==> src/hw/rtl/neighbor_reachability_watcher_top_assert.svh <==
// Assertion macros for the watcher RTL, included by nrw_core.
`ifndef NEIGHBOR_REACHABILITY_WATCHER_TOP_ASSERT_SVH
`define NEIGHBOR_REACHABILITY_WATCHER_TOP_ASSERT_SVH

`ifndef SYNTHESIS
// Clocked check, disabled while reset is asserted (active low).
`define NRW_ASSERT(lbl, clk, rstn, prop) \
    lbl: assert property (@(posedge clk) disable iff (!rstn) prop) \
        else $error("nrw assertion failed");
// Clocked check that also holds during reset.
`define NRW_ASSERT_ALWAYS(lbl, clk, prop) \
    lbl: assert property (@(posedge clk) prop) \
        else $error("nrw assertion failed");
`else
`define NRW_ASSERT(lbl, clk, rstn, prop)
`define NRW_ASSERT_ALWAYS(lbl, clk, prop)
`endif

`endif

==> src/hw/rtl/nrw_pkg.sv <==
package nrw_pkg;

    typedef enum logic [2:0] {
        WS_UNKNOWN  = 3'd0,
        WS_REACH    = 3'd1,
        WS_REACH_Q  = 3'd2,
        WS_UNREACH  = 3'd3,
        WS_LINKUP_Q = 3'd4
    } watch_state_t;

    typedef enum logic [2:0] {
        ACT_TICK       = 3'd0,
        ACT_CREATE     = 3'd1,
        ACT_LINK_UP    = 3'd2,
        ACT_LINK_DOWN  = 3'd3,
        ACT_FORCE      = 3'd4,
        ACT_PROBE_OK   = 3'd5,
        ACT_PROBE_FAIL = 3'd6,
        ACT_RELEASE    = 3'd7
    } action_t;

    localparam int unsigned PERIOD_W         = 24;
    localparam int unsigned DEFAULT_SECONDS  = 120;
    localparam int unsigned TICKS_PER_SECOND = 1000;
    localparam logic [PERIOD_W-1:0] RECHECK_TICKS_RESET =
        PERIOD_W'(DEFAULT_SECONDS * TICKS_PER_SECOND);

    localparam int unsigned APB_ADDR_W = 3;
    localparam int unsigned APB_DATA_W = 32;

    // register index, taken from paddr[2]
    localparam logic REG_PERIODIC_ENABLE = 1'b0;
    localparam logic REG_RECHECK_TICKS   = 1'b1;

    typedef struct packed {
        logic                periodic_enable;
        logic [PERIOD_W-1:0] recheck_ticks;
    } nrw_cfg_t;

    typedef struct packed {
        watch_state_t state_now;
        logic         reachable_now;
        logic         router_now;
        logic         notify_reachable;
        logic         after_link_up;
        logic         notify_unreachable;
        logic         notify_permanent_loss;
        logic         notify_router_change;
        logic         start_probe;
        logic         cancel_probe;
    } nrw_result_t;

endpackage

==> src/hw/rtl/nrw_apb.sv <==
module nrw_apb (
    input  logic                                aclk,
    input  logic                                aresetn,
    input  logic                                psel,
    input  logic                                penable,
    input  logic                                pwrite,
    input  logic [nrw_pkg::APB_ADDR_W-1:0]      paddr,
    input  logic [nrw_pkg::APB_DATA_W-1:0]      pwdata,
    output logic [nrw_pkg::APB_DATA_W-1:0]      prdata,
    output logic                                pready,
    output nrw_pkg::nrw_cfg_t                   cfg
);
    import nrw_pkg::*;

    logic                periodic_enable_reg;
    logic [PERIOD_W-1:0] recheck_ticks_reg;
    logic                wr_en;
    logic                reg_idx;

    assign pready  = 1'b1;
    assign reg_idx = paddr[2];
    assign wr_en   = psel && penable && pwrite && pready;

    always_ff @(posedge aclk) begin
        if (!aresetn) begin
            periodic_enable_reg <= 1'b0;
            recheck_ticks_reg   <= RECHECK_TICKS_RESET;
        end else if (wr_en) begin
            unique case (reg_idx)
                REG_PERIODIC_ENABLE: periodic_enable_reg <= pwdata[0];
                REG_RECHECK_TICKS:   recheck_ticks_reg   <= pwdata[PERIOD_W-1:0];
                default: ;
            endcase
        end
    end

    always_comb begin
        prdata = '0;
        unique case (reg_idx)
            REG_PERIODIC_ENABLE: prdata = {{(APB_DATA_W-1){1'b0}}, periodic_enable_reg};
            REG_RECHECK_TICKS:   prdata = {{(APB_DATA_W-PERIOD_W){1'b0}}, recheck_ticks_reg};
            default:             prdata = '0;
        endcase
    end

    assign cfg.periodic_enable = periodic_enable_reg;
    assign cfg.recheck_ticks   = recheck_ticks_reg;

endmodule

==> src/hw/rtl/nrw_core.sv <==
module nrw_core (
    input  logic                 aclk,
    input  logic                 aresetn,
    input  logic                 fire,
    input  nrw_pkg::action_t     act,
    input  logic                 is_router,
    input  nrw_pkg::nrw_cfg_t    cfg,
    output nrw_pkg::nrw_result_t result
);
    import nrw_pkg::*;

    `include "neighbor_reachability_watcher_top_assert.svh"

    watch_state_t        state_reg, state_next;
    logic                router_reg, router_next;
    logic                run_reg, run_next;
    logic [PERIOD_W-1:0] count_reg, count_next;

    logic querying;
    logic expire;

    assign querying = (state_reg == WS_REACH_Q) || (state_reg == WS_LINKUP_Q);
    // countdown only runs while reachable, so expiry always moves to querying
    assign expire   = run_reg && (count_reg <= PERIOD_W'(1));

    always_ff @(posedge aclk) begin
        if (!aresetn) begin
            state_reg  <= WS_UNKNOWN;
            router_reg <= 1'b0;
            run_reg    <= 1'b0;
        end else begin
            state_reg  <= state_next;
            router_reg <= router_next;
            run_reg    <= run_next;
        end
    end

    // countdown value matters only while running and is reloaded on arming
    always_ff @(posedge aclk) begin
        count_reg <= count_next;
    end

    // next state
    always_comb begin
        state_next  = state_reg;
        router_next = router_reg;
        run_next    = run_reg;
        count_next  = count_reg;
        if (fire) begin
            unique case (act)
                ACT_TICK: begin
                    if (expire) begin
                        run_next   = 1'b0;
                        state_next = WS_REACH_Q;
                    end else if (run_reg) begin
                        count_next = count_reg - PERIOD_W'(1);
                    end
                end
                ACT_CREATE: begin
                    state_next  = WS_REACH;
                    router_next = is_router;
                    run_next    = cfg.periodic_enable;
                    count_next  = cfg.recheck_ticks;
                end
                ACT_LINK_UP: begin
                    state_next = WS_LINKUP_Q;
                    run_next   = 1'b0;
                end
                ACT_LINK_DOWN: begin
                    state_next = WS_UNREACH;
                    run_next   = 1'b0;
                end
                ACT_FORCE: begin
                    if (state_reg != WS_UNREACH) begin
                        state_next = WS_REACH_Q;
                        run_next   = 1'b0;
                    end
                end
                ACT_PROBE_OK: begin
                    if (querying) begin
                        state_next  = WS_REACH;
                        router_next = is_router;
                        run_next    = cfg.periodic_enable;
                        count_next  = cfg.recheck_ticks;
                    end
                end
                ACT_PROBE_FAIL: begin
                    if (querying) begin
                        state_next = WS_UNREACH;
                    end
                end
                ACT_RELEASE: begin
                    state_next  = WS_UNKNOWN;
                    router_next = 1'b0;
                    run_next    = 1'b0;
                end
                default: ;
            endcase
        end
    end

    // result of the current request
    always_comb begin
        result = '0;
        unique case (act)
            ACT_TICK: result.start_probe = expire;
            ACT_CREATE: result.cancel_probe = querying;
            ACT_LINK_UP: result.start_probe = (state_reg != WS_LINKUP_Q);
            ACT_LINK_DOWN: begin
                result.cancel_probe       = querying;
                result.notify_unreachable = (state_reg != WS_UNREACH);
            end
            ACT_FORCE: begin
                result.start_probe = (state_reg != WS_UNREACH) && (state_reg != WS_REACH_Q);
            end
            ACT_PROBE_OK: begin
                if (querying) begin
                    result.notify_router_change = (router_reg != is_router);
                    result.notify_reachable     = (state_reg == WS_LINKUP_Q);
                    result.after_link_up        = (state_reg == WS_LINKUP_Q);
                end
            end
            ACT_PROBE_FAIL: begin
                result.notify_unreachable    = querying;
                result.notify_permanent_loss = querying;
            end
            ACT_RELEASE: result.cancel_probe = querying;
            default: ;
        endcase
        result.state_now     = state_next;
        result.reachable_now = (state_next == WS_REACH) || (state_next == WS_REACH_Q);
        result.router_now    = router_next;
    end

    `NRW_ASSERT(a_run_only_reach, aclk, aresetn, run_reg |-> state_reg == WS_REACH)
    `NRW_ASSERT(a_cancel_from_query, aclk, aresetn, fire && result.cancel_probe |-> querying)
    `NRW_ASSERT(a_start_enters_query, aclk, aresetn, fire && result.start_probe |=> querying)
    `NRW_ASSERT(a_notify_reach_enters, aclk, aresetn,
        fire && result.notify_reachable |=>
            state_reg == WS_REACH && $past(state_reg) == WS_LINKUP_Q)

endmodule

==> src/hw/rtl/neighbor_reachability_watcher_top.sv <==
// Neighbor reachability watcher: one event request in, one result out. An accepted request
// is held in an input register, evaluated against the watcher state in a single pass and
// the result registered once the output is free. A new request can be taken every cycle
// while m_ready keeps up. While a result waits on m_ready the block holds one more request
// and then drops s_ready. Configuration over APB (0x0 periodic_enable, 0x4 recheck_ticks
// in 1 ms ticks) must only be written while the block is idle.
module neighbor_reachability_watcher_top (
    input  logic                           aclk,
    input  logic                           aresetn,
    input  logic                           psel,
    input  logic                           penable,
    input  logic                           pwrite,
    input  logic [nrw_pkg::APB_ADDR_W-1:0] paddr,
    input  logic [nrw_pkg::APB_DATA_W-1:0] pwdata,
    output logic [nrw_pkg::APB_DATA_W-1:0] prdata,
    output logic                           pready,
    input  logic                           s_valid,
    output logic                           s_ready,
    input  logic [2:0]                     s_action,
    input  logic                           s_is_router,
    output logic                           m_valid,
    input  logic                           m_ready,
    output logic [2:0]                     m_state_now,
    output logic                           m_reachable_now,
    output logic                           m_router_now,
    output logic                           m_notify_reachable,
    output logic                           m_after_link_up,
    output logic                           m_notify_unreachable,
    output logic                           m_notify_permanent_loss,
    output logic                           m_notify_router_change,
    output logic                           m_start_probe,
    output logic                           m_cancel_probe
);
    import nrw_pkg::*;

    nrw_cfg_t    cfg;
    nrw_result_t core_result;

    logic        in_valid_reg, in_valid_next;
    action_t     in_action_reg;
    logic        in_router_reg;
    logic        out_valid_reg, out_valid_next;
    nrw_result_t out_result_reg;

    logic advance;
    logic fire;
    logic s_take;

    assign advance = !out_valid_reg || m_ready;
    assign fire    = in_valid_reg && advance;
    assign s_ready = !in_valid_reg || advance;
    assign s_take  = s_valid && s_ready;

    always_comb begin
        in_valid_next = in_valid_reg;
        if (s_take) begin
            in_valid_next = 1'b1;
        end else if (fire) begin
            in_valid_next = 1'b0;
        end
    end

    always_comb begin
        out_valid_next = out_valid_reg;
        if (fire) begin
            out_valid_next = 1'b1;
        end else if (m_ready) begin
            out_valid_next = 1'b0;
        end
    end

    always_ff @(posedge aclk) begin
        if (!aresetn) begin
            in_valid_reg  <= 1'b0;
            out_valid_reg <= 1'b0;
        end else begin
            in_valid_reg  <= in_valid_next;
            out_valid_reg <= out_valid_next;
        end
    end

    always_ff @(posedge aclk) begin
        if (s_take) begin
            in_action_reg <= action_t'(s_action);
            in_router_reg <= s_is_router;
        end
        if (fire) begin
            out_result_reg <= core_result;
        end
    end

    nrw_apb u_apb (
        .aclk    (aclk),
        .aresetn (aresetn),
        .psel    (psel),
        .penable (penable),
        .pwrite  (pwrite),
        .paddr   (paddr),
        .pwdata  (pwdata),
        .prdata  (prdata),
        .pready  (pready),
        .cfg     (cfg)
    );

    nrw_core u_core (
        .aclk      (aclk),
        .aresetn   (aresetn),
        .fire      (fire),
        .act       (in_action_reg),
        .is_router (in_router_reg),
        .cfg       (cfg),
        .result    (core_result)
    );

    assign m_valid                 = out_valid_reg;
    assign m_state_now             = out_result_reg.state_now;
    assign m_reachable_now         = out_result_reg.reachable_now;
    assign m_router_now            = out_result_reg.router_now;
    assign m_notify_reachable      = out_result_reg.notify_reachable;
    assign m_after_link_up         = out_result_reg.after_link_up;
    assign m_notify_unreachable    = out_result_reg.notify_unreachable;
    assign m_notify_permanent_loss = out_result_reg.notify_permanent_loss;
    assign m_notify_router_change  = out_result_reg.notify_router_change;
    assign m_start_probe           = out_result_reg.start_probe;
    assign m_cancel_probe          = out_result_reg.cancel_probe;

endmodule

==> config.mk <==
export PLATFORM = sky130hd
export DESIGN_NAME = neighbor_reachability_watcher_top
export DESIGN_NICKNAME = d
export VERILOG_FILES = /design/src/hw/rtl/nrw_pkg.sv /design/src/hw/rtl/nrw_apb.sv /design/src/hw/rtl/nrw_core.sv /design/src/hw/rtl/neighbor_reachability_watcher_top.sv
export VERILOG_INCLUDE_DIRS = /design/src /design/src/hw/rtl
export SDC_FILE = /design/constraint.sdc
export NUM_CORES = 1
export LEC_CHECK = 0
export BUFFER_PORTS_ARGS = -buffer_cell sky130_fd_sc_hd__buf_4
export CAP_MARGIN = 20
export CORE_MARGIN = 1
export CORE_UTILIZATION = 54
export CTS_BUF_LIST = sky130_fd_sc_hd__clkbuf_16
export CTS_CLUSTER_SIZE = 16
export DETAILED_ROUTE_END_ITERATION = 6
export GPL_ROUTABILITY_DRIVEN = 0
export PLACE_DENSITY_LB_ADDON = 0.15
export SLEW_MARGIN = 20
export SYNTH_ARGS = -nofsm -noshare
export SYNTH_HDL_FRONTEND = slang
export SYNTH_SLANG_ARGS = --single-unit
==> constraint.sdc <==
create_clock -name aclk -period 4.32 [get_ports aclk]
set_input_delay 0.432 -clock aclk [delete_from_list [all_inputs] [get_ports aclk]]
set_output_delay 0.432 -clock aclk [all_outputs]
set_load 0.1 [all_outputs]
==> results.ini <==
[status]
status=completed

[drt]
wl_met2_um=3790
viasPerCell=5.41
drtIter0Drc=206
drtPass1Iterations=4
top_layer_used=met4
final_antenna_net_count=0
wl_met1_um=3860
wl_um=8220
wl_per_cell_um=14.3
via_count=3117
drc=0
met3_length_um=497

[timing]
hold_viol_final=0
min_period_ns=2.36
final.period_utilization_pct=54.6
tightest_slew_ns=0.973
max_freq_mhz=424
skew_ns=0.00657
rsz0062_at_grt=no
relSlewSlack_pct=34.9
fin_setup_tns_ns=0
drv_slew=0
setup_viol=0

[cells_and_area]
final-seq-area_mm2=0.00181
multi_input_area_mm2=0.00181
drive_above_1_share_pct=22.7
nFillCells=573
area_growth_pct=21.5
utilization_pct=67.8
fin_nets=523
diodes=0

[grt]
grt_max_degree=47
grt_pass1_wl_um=13700
globalRouteOverflowTotal=0
antenna_found_initial=0
track_usage_pct=23.9
grt_pass1_vias=2941

[floorplan]
dieArea_mm2=0.00736
dieHeight_um=85.8
core_area_mm2=0.00679
start_util_pct=55.8
ios=93
die_w_um=85.8
rows=30

[synthesis]
synth_edf_count=39
yosysTopAreaCellShare_pct=30.9
synthTopCellsByArea=edfxtp_1, dfxtp_1, nand2_1, and2_1, a21boi_0
synth_flop_cell=edfxtp_1
synth.avg_cell_area_um2=9.16
synthDistinctLibCells=60
synthCells=414
yosys.area.top_type=edfxtp_1
ys_top_cells_by_count=nand2_1, edfxtp_1, dfxtp_1
yosysMostFrequentCell=nand2_1
yosys_warnings=0
seq_area_frac_synth_pct=47.8
synth_area_mm2=0.00379
synth_seq_cells=71
synthArstFlopShare_pct=0

[clocking]
numCtsBuffers=9
clk_latency_ns=0.32
cts_hold_buf=0
cts_sinks=71
path_clk_slew_ns=0.05
htreeDepth=3
cts_setup_buffers=0
cts_root_buffer=clkbuf_16
tritoncts=built
cts_buffer_depth=2
cts.repair.resized=0

[power]
power.total_mw=1.63
powerDensity_mw_per_mm2=355
peakVddDrop_v=0.000236
leakage_nw=1.78

[placed_design]
hpwl_um=5890
io_buffers=73

[worst_hold_path]
hold_path_class=input port to flip-flop

[worst_setup_path]
crit_fanout=6
startpoint_type=flip-flop
required_ns=4.39
critPathArrivalTime_ns=2.43
path_class=flip-flop to flip-flop
cp-end-kind=flip-flop

[run]
max_cap_viol_count=0

[worst paths after layout]
kind / startpoint / to / slack [ns] / depth (start not counted)
worst max-delay path: u_core.count_reg[12]$_DFFE_PP_ / m_reachable_now$_DFFE_PP_ / 1.96 / 6
worst min-delay path: s_action[1] / in_action_reg[1]$_DFFE_PP_ / 0.28 / 1
worst max register to register: u_core.count_reg[12]$_DFFE_PP_ / m_reachable_now$_DFFE_PP_ / 1.96 / 6
worst min register to register: u_apb.recheck_ticks_reg[22]$_SDFFE_PN0P_ / u_apb.recheck_ticks_reg[22]$_SDFFE_PN0P_ / 0.47 / 2
[critical path, stage by stage (launching register included)]
cell      delay (ns)
edfxtp_1        0.46
or4_1           0.66
nor3_2          0.18
nand3_2         0.14
a311oi_2        0.42
xor2_1          0.19
nor2_1          0.05
[metrics by stage]
step | hold WS (ns) | cell area, µm² | setup WS [ns] | std cells
after global placement | 0.465 | 4350 | 1.95 | 560
final | 0.283 | 4600 | 1.96 | 576
after detailed placement | 0.467 | 4350 | 1.95 | 560
after CTS | 0.275 | 4600 | 1.96 | 576
after floorplan | 0.448 | 3820 | 0.355 | 421
after global routing | 0.270 | 4600 | 1.85 | 576
[report_power, final]
| part | leakage (nW) | total (mW) | internal, mW | switching [mW] |
|---|---|---|---|---|
| clock network | 0.133 | 0.631 | 0.377 | 0.254 |
| registers | 0.624 | 0.751 | 0.732 | 0.0190 |
| logic | 1.02 | 0.251 | 0.0669 | 0.184 |
[kinds of logic after synthesis]
family | share of synthesized area (%)
XOR/XNOR | 5.54
buffers and inverters | 5.28
other | 0.198
multiplexers | 0.561
AO/OA/AOI/OAI | 12.5
AND/OR/NAND/NOR | 27.5
adder cells (fa/ha/maj) | 0.660
flip-flops | 47.8
[layer usage]
| metal | track usage (%) | up-vias |
|---|---|---|
| li1 | - | 1536 |
| met1 | 34.9 | 1458 |
| met2 | 35.9 | 115 |
| met3 | 4.91 | 8 |
| met4 | 7.12 | 0 |
| met5 | 0 | - |
[cell type report]
type	count	area share, %
multi-input combinational	309	39.4
tap	96	2.61
sequential	71	39.3
inverter	8	0.652
clock buffer	9	4.89
clock inverter	7	0.707
timing repair buffer	76	12.4
[layout by cell type, fill, tap and decap left out, types with 5 or more instances in the layout]
cell type / n
a21oi_1: 7
a21boi_0: 18
xnor2_1: 13
clkbuf_16: 9
nand2_1: 83
nor3_1: 5
and2_1: 28
nand3_1: 11
nor2_1: 20
o21ai_0: 26
conb_1: 9
edfxtp_1: 39
inv_1: 9
xor2_1: 11
nand2b_1: 6
dfxtp_1: 32
nor2b_1: 7
nor4_1: 5
buf_4: 76
Note: power is estimated with default switching activity, not from simulation.
